[src/design/btb_pkg.sv]
`timescale 1ns / 1ps

package btb_pkg;

  localparam int unsigned CfgIdxW  = 3;
  localparam int unsigned CfgDataW = 6;
  localparam int unsigned TagW     = 30;
  localparam int unsigned CtrW     = 2;

  localparam logic [CfgIdxW-1:0] CFG_BTB_ENTRIES     = 3'd0;
  localparam logic [CfgIdxW-1:0] CFG_HISTORY_BITS    = 3'd1;
  localparam logic [CfgIdxW-1:0] CFG_TAG_BITS        = 3'd2;
  localparam logic [CfgIdxW-1:0] CFG_INITIAL_COUNTER = 3'd3;
  localparam logic [CfgIdxW-1:0] CFG_GLOBAL_HISTORY  = 3'd4;
  localparam logic [CfgIdxW-1:0] CFG_GLOBAL_TABLE    = 3'd5;
  localparam logic [CfgIdxW-1:0] CFG_SHARE_MODE      = 3'd6;

  localparam logic MODE_PREDICT = 1'b0;
  localparam logic MODE_UPDATE  = 1'b1;

  localparam logic [1:0] SHARE_NONE = 2'd0;
  localparam logic [1:0] SHARE_LOW  = 2'd1;
  localparam logic [1:0] SHARE_HIGH = 2'd2;

  localparam logic [CtrW-1:0] CTR_MAX  = 2'd3;
  localparam logic [CtrW-1:0] CTR_MIN  = 2'd0;
  localparam logic [CtrW-1:0] CTR_WEAK_TAKEN = 2'd2;

  function automatic logic [CtrW-1:0] ctr_train(input logic [CtrW-1:0] c, input logic tk);
    logic [CtrW-1:0] r;
    r = c;
    if (tk) begin
      if (c != CTR_MAX) r = c + 2'd1;
    end else begin
      if (c != CTR_MIN) r = c - 2'd1;
    end
    return r;
  endfunction

endpackage

[src/design/btb_index.sv]
`timescale 1ns / 1ps

// Decodes the configured geometry and splits a pc into entry index and tag.
module btb_index #(
  parameter int unsigned MAX_ENTRIES = 32,
  parameter int unsigned MAX_HISTORY = 8,
  localparam int unsigned IW = (MAX_ENTRIES > 1) ? $clog2(MAX_ENTRIES) : 1
) (
  input  logic [31:0]            pc_i,
  input  logic [5:0]             btb_entries_i,
  input  logic [3:0]             history_bits_i,
  input  logic [4:0]             tag_bits_i,
  input  logic [1:0]             share_mode_i,
  output logic [IW-1:0]          idx_o,
  output logic [btb_pkg::TagW-1:0] tag_o,
  output logic [MAX_HISTORY-1:0] hmask_o,
  output logic [MAX_HISTORY-1:0] share_x_o
);

  logic [10:0] n;
  logic [4:0]  k;
  logic [4:0]  tb;
  logic [3:0]  hl;
  logic [btb_pkg::TagW-1:0] tmask;
  logic [IW-1:0] imask;

  always_comb begin
    n = {5'd0, btb_entries_i};
    if (n == 11'd0) n = 11'd1;
    if (n > 11'(MAX_ENTRIES)) n = 11'(MAX_ENTRIES);
    k = 5'd0;
    for (int i = 0; i < 11; i++) begin
      if (n[i]) k = 5'(i);
    end
    tb = tag_bits_i;
    if (tb > 5'd30 - k) tb = 5'd30 - k;
    tmask = (btb_pkg::TagW'(1) << tb) - btb_pkg::TagW'(1);
    tag_o = (pc_i[31:2] >> k) & tmask;
    imask = IW'((32'd1 << k) - 32'd1);
    idx_o = pc_i[2 +: IW] & imask;

    hl = history_bits_i;
    if (hl == 4'd0) hl = 4'd1;
    if (hl > 4'(MAX_HISTORY)) hl = 4'(MAX_HISTORY);
    hmask_o = MAX_HISTORY'((16'd1 << hl) - 16'd1);

    case (share_mode_i)
      btb_pkg::SHARE_LOW:  share_x_o = pc_i[2 +: MAX_HISTORY] & hmask_o;
      btb_pkg::SHARE_HIGH: share_x_o = pc_i[16 +: MAX_HISTORY] & hmask_o;
      default:             share_x_o = '0;
    endcase
  end

endmodule

[config.mk]
export PLATFORM = sky130hd
export DESIGN_NAME = btb_index
export DESIGN_NICKNAME = d
export VERILOG_FILES = /design/src/design/btb_pkg.sv /design/src/design/btb_index.sv
export SDC_FILE = /design/constraint.sdc
export NUM_CORES = 1
export LEC_CHECK = 0
export BUFFER_PORTS_ARGS = -buffer_cell sky130_fd_sc_hd__buf_2
export CORE_UTILIZATION = 52
export DETAILED_ROUTE_END_ITERATION = 8
export GPL_TIMING_DRIVEN = 0
export PLACE_DENSITY_LB_ADDON = 0.3
export RECOVER_POWER = 100
export SYNTH_ARGS = -nofsm -noshare
export SYNTH_HDL_FRONTEND = slang
export SYNTH_SLANG_ARGS = --single-unit
[constraint.sdc]
create_clock -name vclk -period 8.44
set_input_delay 0 -clock vclk [all_inputs]
set_output_delay 0 -clock vclk [all_outputs]
set_load 0.1 [all_outputs]
**Yosys cells after proc, flatten, opt, wreduce, memory -nomap -nowiden**

Cells that the tools add are included.

- Memories: 0
- ROM bits: 0
- Latch bits: 0
- Bits in writable memories: 0
- Word-level logic and storage cells: 35
- Register bits after elaboration: 0

- Reductions and logical operators: 2
- Multiply operators: 0
- $lt $le $gt $ge: 3
- Divide/modulo/power cells: 0
- Shift-type cells: 4
- Mux-type cells: 16
- Bitwise logic cells: 4
- Equal/unequal tests: 2
- Add/subtract/negate cells: 4

Operators by type and width:

| operator | count |
|---|---|
| $mux 5 | 10 |
| $and 30x30->30 | 1 |
| $shl 1x5->30 const A | 1 |
| $shr 30x5->30 | 1 |
| $sub 30x2->30 const B | 1 |
| $and 8x8->8 | 2 |
| $pmux 8 s2 | 1 |
| $gt 11x6->1 const B | 1 |
| $mux 11 | 1 |
| $mux 4 | 2 |
| $shl 1x4->8 const A | 1 |
| $sub 8x1->8 const B | 1 |
| $logic_not 6->1 | 1 |
| $mux 6 | 1 |
| $and 5x5->5 | 1 |
| $gt 5x5->1 | 1 |
| $shl 1x5->5 const A | 1 |
| $sub 5x1->5 const B | 1 |
| $sub 5x5->5 const A | 1 |
| $gt 4x4->1 const B | 1 |
| $logic_not 4->1 | 1 |
| $eq 2x1->1 const B | 1 |
| $eq 2x2->1 const B | 1 |
| $mux 1 | 1 |

**Depth between registers and ports, before layout**

Gate-level depths: netlist of the first run.

- Depth in word-level cells: 20
- Gate-level depth with buffers: 25
- Depth with buffers taken out: 20

**Worst setup path after synthesis of the first run**

OpenSTA, ideal clock, no wires.

- Path type: in2out
- From: input btb_entries_i[4]
- To: output tag_o[17] in the netlist's numbering
- Setup slack: 1.300 ns
- Data required time: 8.440 ns
- Cell stages on the path: 16
- Data arrival time: 7.140 ns
- Path through: buf_2 nor2b_1 a21o_1 buf_6 inv_1 buf_2 buf_2 ha_1 xnor2_2 inv_1 ha_1 o211a_4 o31ai_4 a21oi_4 nor3_1 a2111oi_0

- Cells in the longest elaborated chain, start to end: 20
- Elaborated cells on any way between the ends: 21
- Those cells by class: 2 x add/sub; 2 x order compare; 2 x shift; 13 x mux; 1 x bitwise; 1 x reduce/logical

RTL lines:

| item | RTL line | source |
|---|---|---|
| start, declared | btb_index.sv:10 | `input logic [5:0] btb_entries_i,` |
| $logic_not 6->1 | btb_index.sv:29 | `if (n == 11'd0) n = 11'd1;` |
| $mux 6 (*) | btb_index.sv:29 |  |
| $gt 11x6->1 | btb_index.sv:30 | `if (n > 11'(MAX_ENTRIES)) n = 11'(MAX_ENTRIES);` |
| $mux 11 (*) | btb_index.sv:30 |  |
| $mux 1 | btb_index.sv:33 | `if (n[i]) k = 5'(i);` |
| $mux 5 (3 in a row) | btb_index.sv:33 |  |
| $mux 5 (*) (6 in a row) | btb_index.sv:33 |  |
| $sub 5x5->5 | btb_index.sv:36 | `if (tb > 5'd30 - k) tb = 5'd30 - k;` |
| $gt 5x5->1 | btb_index.sv:36 |  |
| $mux 5 | btb_index.sv:36 |  |
| $shl 1x5->30 | btb_index.sv:37 | `tmask = (btb_pkg::TagW'(1) << tb) - btb_pkg::TagW'(1);` |
| $sub 30x2->30 | btb_index.sv:37 |  |
| $and 30x30->30 (*) | btb_index.sv:38 | `tag_o = (pc_i[31:2] >> k) & tmask;` |
| end, declared | btb_index.sv:15 | `output logic [btb_pkg::TagW-1:0] tag_o,` |

Mark *: on every way between the ends. The rest lies on a longest branch, timed or not.

**Worst setup path after layout of the first run**

- From: input btb_entries_i[4]
- To: output tag_o[26] in the netlist's numbering

The elaborated chain is that of the path after synthesis.

==> flow_summary.ini, run 1 <==
[floorplanning]
initial_utilization = 0.554
chipWidth_um = 73.6
rows = 25
die-area_um2 = 5420
io_pins = 100
die_h_um = 73.6
core-area_um2 = 4820

[critical_path]
worst_setup_path_end_kind = output port
type_of_the_setup_path_with_the_least_slack = in2out
worst-path-max-fanout = 12
worst_path_max_delay_cell = sky130_fd_sc_hd__nor3_1
critPathTopFamily = buffers and inverters
path_buf_inv = 8
timing.critical_path.arrival_ns = 7.00
max_stage_delay_ns = 0.87
path_cells = buf_2 -> nor2b_1 -> a21o_1 -> buf_6 -> inv_1 -> clkbuf_1 -> clkbuf_1 -> ha_1 -> xnor2_2 -> inv_1 -> ha_1 -> o31ai_4 -> a21oi_4 -> nor3_1 -> nand3_1 -> ha_1 -> inv_1 -> nor3_1 -> a32oi_1 -> nor2b_1 -> o21ai_0 -> xnor2_1 -> and3_1 -> buf_2
worstPathRequired_ns = 8.44
setup.worst_path.start_class = primary input

[timing]
worst_pin_slew_ns = 1.18
max_clock_freq_mhz = 143
finalSetupViolations = 0
worst_hold_slack_ns = 0.522
timing.slew.headroom = 0.216
min_period_over_period = 0.829
rsz0062_at_grt = false
final.setup.tns_ns = 0
finalMaxSlewViolations = 0
finalCriticalPeriod_ns = 7.00
finalHoldViolCount = 0

[synthesis]
synthXorXnorAreaFrac = 0.0324
yosysSeqAreaShare = 0
yosys.area_share.simple = 0.334
synth_top_family_by_area = simple AND/OR/NAND/NOR gates
yosys-top-cells-area = sky130_fd_sc_hd__mux2i_1 (14%), sky130_fd_sc_hd__nand2_1 (9.4%), sky130_fd_sc_hd__a21oi_1 (6.8%)
postSynthAreaPerCell_um2 = 6.75
synth.area.mux_share = 0.169
mappedNetlistArea_um2 = 2670
synthDominantCellAreaShare = 0.135
synthesis.yosys.warnings = 0
synthDominantAreaCellType = sky130_fd_sc_hd__mux2i_1
synth-adder-area-share = 0.0563
post_synth_inst_count = 395
synth_area_in_compound_gates = 0.312
synth.distinct_cells = 73

[grt]
grt_first_pass_wirelength_um = 15200
first_global_vias = 3134
grt_resource_usage_total = 0.363
globalRouteOverflowTotal = 0
grt_start_max_net_pins = 13
antenna_violations_before_repair = 0

[power]
irDropWorstVdd_v = 0.0000774
finalPower_uw = 380
power-per-cell-area_nw_per_um2 = 120
power.leakage_nw = 1.37

[place]
place.port_buffers = 93
final_estimated_routing_congestion_in_global_placement = 1.01
detailed_place_hpwl_um = 7880

[final_layout]
layout.area.seq_um2 = 0
diodes = 0
clock_buffers = 0
finish.net_count = 552
syn2layout_area_growth_pct = 18.5
post_route_cells_drive_above_1_share = 0.204
layout_commonest_cell = sky130_fd_sc_hd__nand2_1
layout.cells.most_common_list = sky130_fd_sc_hd__nand2_1 (67), sky130_fd_sc_hd__buf_2 (57), sky130_fd_sc_hd__clkbuf_1 (57)
seq_cells = 0
fin_util = 0.656

[clocking]
postCtsResizedCells = 0
cts.repair_timing.setup_buffer_count = 0
cts_hold_buffers = 0

[route]
drt_drc_violations_left = 0
vias = 3565
number_of_antenna_violating_nets_in_the_routed_design = 0
detailed_router_s_first_iteration_violation_count = 541
first_pass_iters = 6
vias_per_cell = 6.41
drt-wirelength-per-cell_um = 17.9
postRouteWirelength_um = 9970

[min_path]
hold_path_class = in2out
hold-path-cell-count = 3
worstHoldStart = pc_i[2]
hold_end = idx_o[0]

[flow_run]
drv_cap = 0

[outcome]
run_status = completed
-- routing by layer --
metal / global-route usage / share of wire
met5: 0 / 0
met4: 0.103 / 0.027
met1: 0.505 / 0.41
met2: 0.570 / 0.42
met3: 0.0672 / 0.14
-- synthesized netlist by cell type (2+ instances only) --
| cell type | instances |
|---|---|
| sky130_fd_sc_hd__nor4_2 | 3 |
| sky130_fd_sc_hd__a211oi_1 | 17 |
| sky130_fd_sc_hd__a2111oi_2 | 2 |
| sky130_fd_sc_hd__xor2_1 | 2 |
| sky130_fd_sc_hd__a21o_1 | 3 |
| sky130_fd_sc_hd__nor2b_1 | 6 |
| sky130_fd_sc_hd__nand3b_1 | 5 |
| sky130_fd_sc_hd__clkbuf_1 | 14 |
| sky130_fd_sc_hd__nand2_1 | 67 |
| sky130_fd_sc_hd__or2_2 | 2 |
| sky130_fd_sc_hd__ha_1 | 12 |
| sky130_fd_sc_hd__buf_6 | 4 |
| sky130_fd_sc_hd__mux2_2 | 2 |
| sky130_fd_sc_hd__nor2_1 | 27 |
| sky130_fd_sc_hd__and2_1 | 10 |
| sky130_fd_sc_hd__mux4_2 | 3 |
| sky130_fd_sc_hd__inv_1 | 15 |
| sky130_fd_sc_hd__a21oi_1 | 36 |
| sky130_fd_sc_hd__o21ai_0 | 11 |
| sky130_fd_sc_hd__nand3_1 | 8 |
| sky130_fd_sc_hd__o21bai_1 | 2 |
| sky130_fd_sc_hd__nor4_1 | 2 |
| sky130_fd_sc_hd__or3_1 | 2 |
| sky130_fd_sc_hd__and3_1 | 10 |
| sky130_fd_sc_hd__clkbuf_8 | 2 |
| sky130_fd_sc_hd__nor3b_1 | 2 |
| sky130_fd_sc_hd__buf_2 | 6 |
| sky130_fd_sc_hd__nand2b_1 | 5 |
| sky130_fd_sc_hd__a311oi_1 | 2 |
| sky130_fd_sc_hd__a221oi_1 | 3 |
| sky130_fd_sc_hd__o211ai_1 | 3 |
| sky130_fd_sc_hd__nand4_1 | 4 |
| sky130_fd_sc_hd__xnor2_1 | 6 |
| sky130_fd_sc_hd__mux2i_1 | 36 |
| sky130_fd_sc_hd__conb_1 | 2 |
| sky130_fd_sc_hd__nor3_1 | 14 |
| sky130_fd_sc_hd__a31oi_1 | 4 |
| sky130_fd_sc_hd__o31a_1 | 2 |
| sky130_fd_sc_hd__buf_4 | 3 |
| sky130_fd_sc_hd__and2_2 | 2 |
| sky130_fd_sc_hd__o311ai_0 | 2 |
-- cells by family (layout without fill, tap and decap cells) --
family	after synthesis	in the layout
AO/OA/AOI/OAI	109	109
XOR/XNOR	9	9
adder cells (fa/ha/maj)	12	12
buffers and inverters	46	139
multiplexers	41	41
other	2	3
AND/OR/NAND/NOR	176	176
-- power breakdown --
part           leakage [nW]  switching, mW  internal (mW)
clock network             0              0              0
logic                  1.37          0.291         0.0881
registers                 0              0              0
total                  1.37          0.291         0.0881
-- worst max-delay path by stage --
stage | from | to | cells past startpoint | slack [ns]
after global routing | btb_entries_i[4] | tag_o[26] | 25 | 1.06
after CTS | btb_entries_i[4] | tag_o[26] | 25 | 2.42
after detailed placement | btb_entries_i[4] | tag_o[26] | 25 | 2.43
final | btb_entries_i[4] | tag_o[26] | 24 | 1.44
after floorplan | btb_entries_i[4] | tag_o[17] | 16 | 1.30
after global placement | btb_entries_i[4] | tag_o[26] | 25 | 2.55
-- worst min-delay path, delay by kind of cell --
kind,cells,cell delay [ns]
buffers and inverters,2,0.39
and+or+nand+nor,1,0.12
-- stage by stage --
step	std cells	worst slack, ns	area [um^2]
2_1_floorplan	396	1.30	2670
3_3_place_gp	556	2.55	3220
3_5_place_dp	556	2.43	3220
4_1_cts	556	2.42	3220
5_1_grt	556	1.06	3160
6_report	556	1.44	3160
-- final cells by class --
type               instances  area [um^2]
well taps                 67         83.8
inverters                 15         56.3
plain buffers             31          189
fillers                  494         1660
multi-input cells        350         2410
repair buffers            93          417
(Power assumes the default switching activity.)
==> run 2: changes to the inputs <==
CORE_UTILIZATION = 48   (was 52)
clock period = 6.4 ns   (was 8.44 ns; I/O delays follow)
==> flow_summary.ini, run 2 (same netlist as run 1, synthesis figures left out) <==
[critical_path]
path_buf_inv = 8
setup.worst_path.end = tag_o[26]
max_stage_delay_ns = 0.55
critPathTopFamily = buffers and inverters
worstPathRequired_ns = 6.40
cp-startpoint = btb_entries_i[4]
worst_path_max_delay_cell = sky130_fd_sc_hd__a32oi_2
timing.critical_path.arrival_ns = 5.76
worst-path-max-fanout = 12
setup.worst_path.start_class = primary input
cp.depth = 25
worst_setup_path_end_kind = output port
type_of_the_setup_path_with_the_least_slack = in2out

[floorplanning]
chipWidth_um = 76.5
initial_utilization = 0.509
core-area_um2 = 5240
rows = 26
io_pins = 100
die-area_um2 = 5860
die_h_um = 76.5

[grt]
grt_start_max_net_pins = 13
globalRouteOverflowTotal = 0
first_global_vias = 3092
grt_resource_usage_total = 0.336
grt_first_pass_wirelength_um = 16200
antenna_violations_before_repair = 0

[route]
number_of_antenna_violating_nets_in_the_routed_design = 0
detailed_router_s_first_iteration_violation_count = 442
vias = 3571
postRouteWirelength_um = 10100
first_pass_iters = 7
drt-wirelength-per-cell_um = 18.0
vias_per_cell = 6.39
drt_drc_violations_left = 0

[clocking]
cts_hold_buffers = 0

[timing]
rsz0062_at_grt = false
finalCriticalPeriod_ns = 5.76
min_period_over_period = 0.901
finalSetupViolations = 0
final.setup.tns_ns = 0
timing.slew.headroom = 0.219
worst_pin_slew_ns = 1.18
final_critical_path_setup_slack_ns = 0.636
finalHoldViolCount = 0
finalMaxSlewViolations = 0
max_clock_freq_mhz = 173

[final_layout]
post_route_design_area_um2 = 3180
layout.area.seq_um2 = 0
diodes = 0
seq_cells = 0
clock_buffers = 0
syn2layout_area_growth_pct = 19.3
num-fill-cells = 529
finish.net_count = 552
layout.cells.most_common_list = sky130_fd_sc_hd__nand2_1 (67), sky130_fd_sc_hd__buf_2 (55), sky130_fd_sc_hd__clkbuf_1 (53)
multi_input_comb_area_um2 = 2430
layout_commonest_cell = sky130_fd_sc_hd__nand2_1
post_route_cells_drive_above_1_share = 0.217

[min_path]
worstHoldStart = pc_i[2]
hold_path_class = in2out

[place]
final_estimated_routing_congestion_in_global_placement = 0.967
cell_area_after_placement_um2 = 3220
detailed_place_hpwl_um = 7810
place.port_buffers = 93
dp_worst_setup_slack_ns = 0.473

[flow_run]
drv_cap = 0

[power]
power-per-cell-area_nw_per_um2 = 158
irDropWorstVdd_v = 0.0000858
power.leakage_nw = 1.38

[outcome]
run_status = completed
[run 2: final cells by class]
type	count	share of cell area
multi-input cells	350	0.763
inverters	15	0.0177
well taps	70	0.0275
repair buffers	93	0.132
plain buffers	31	0.0602
[run 2: where the power goes]
group          leakage, nW  switching, mW  total (mW)  internal (mW)
clock network            0              0           0              0
logic                 1.38          0.384       0.502          0.117
registers                0              0           0              0
[run 2: metrics by stage]
| step | std cells | total power [mW] | util | hold WS, ns |
|---|---|---|---|---|
| 2_1_floorplan | 396 | 0.399 | - | 0.391 |
| 3_3_place_gp | 559 | 0.496 | 0.616 | 0.501 |
| 3_5_place_dp | 559 | 0.497 | 0.616 | 0.506 |
| 4_1_cts | 559 | 0.498 | 0.616 | 0.506 |
| 5_1_grt | 559 | 0.525 | 0.608 | 0.536 |
| 6_report | 559 | 0.502 | 0.608 | 0.524 |
[run 2: repair_timing]
item | CTS | global route
resized for setup | 0 | 1
setup buffers | 0 | 0
endpoints found under the setup margin | 0 | 1
[run 2: worst min path at each step]
stage | cells after the start | slack (ns) | end
floorplan | 2 | 0.39 | tag_o[18]
global placement | 3 | 0.50 | hmask_o[7]
detailed placement | 3 | 0.51 | hmask_o[7]
CTS | 3 | 0.51 | hmask_o[7]
global route | 3 | 0.54 | idx_o[0]
finish | 3 | 0.52 | idx_o[0]
[run 2: tightest hold or removal path, stage by stage]
cell	delay, ns
sky130_fd_sc_hd__buf_2	0.12
sky130_fd_sc_hd__and2_1	0.12
sky130_fd_sc_hd__buf_2	0.28
[run 2: metal layers]
metal | up-vias | global-route usage | share of wire
met5 | - | 0 | 0
met4 | 0 | 0.0673 | 0.018
met3 | 21 | 0.0299 | 0.13
met2 | 275 | 0.517 | 0.42
met1 | 1636 | 0.499 | 0.43
li1 | 1639 | - | -
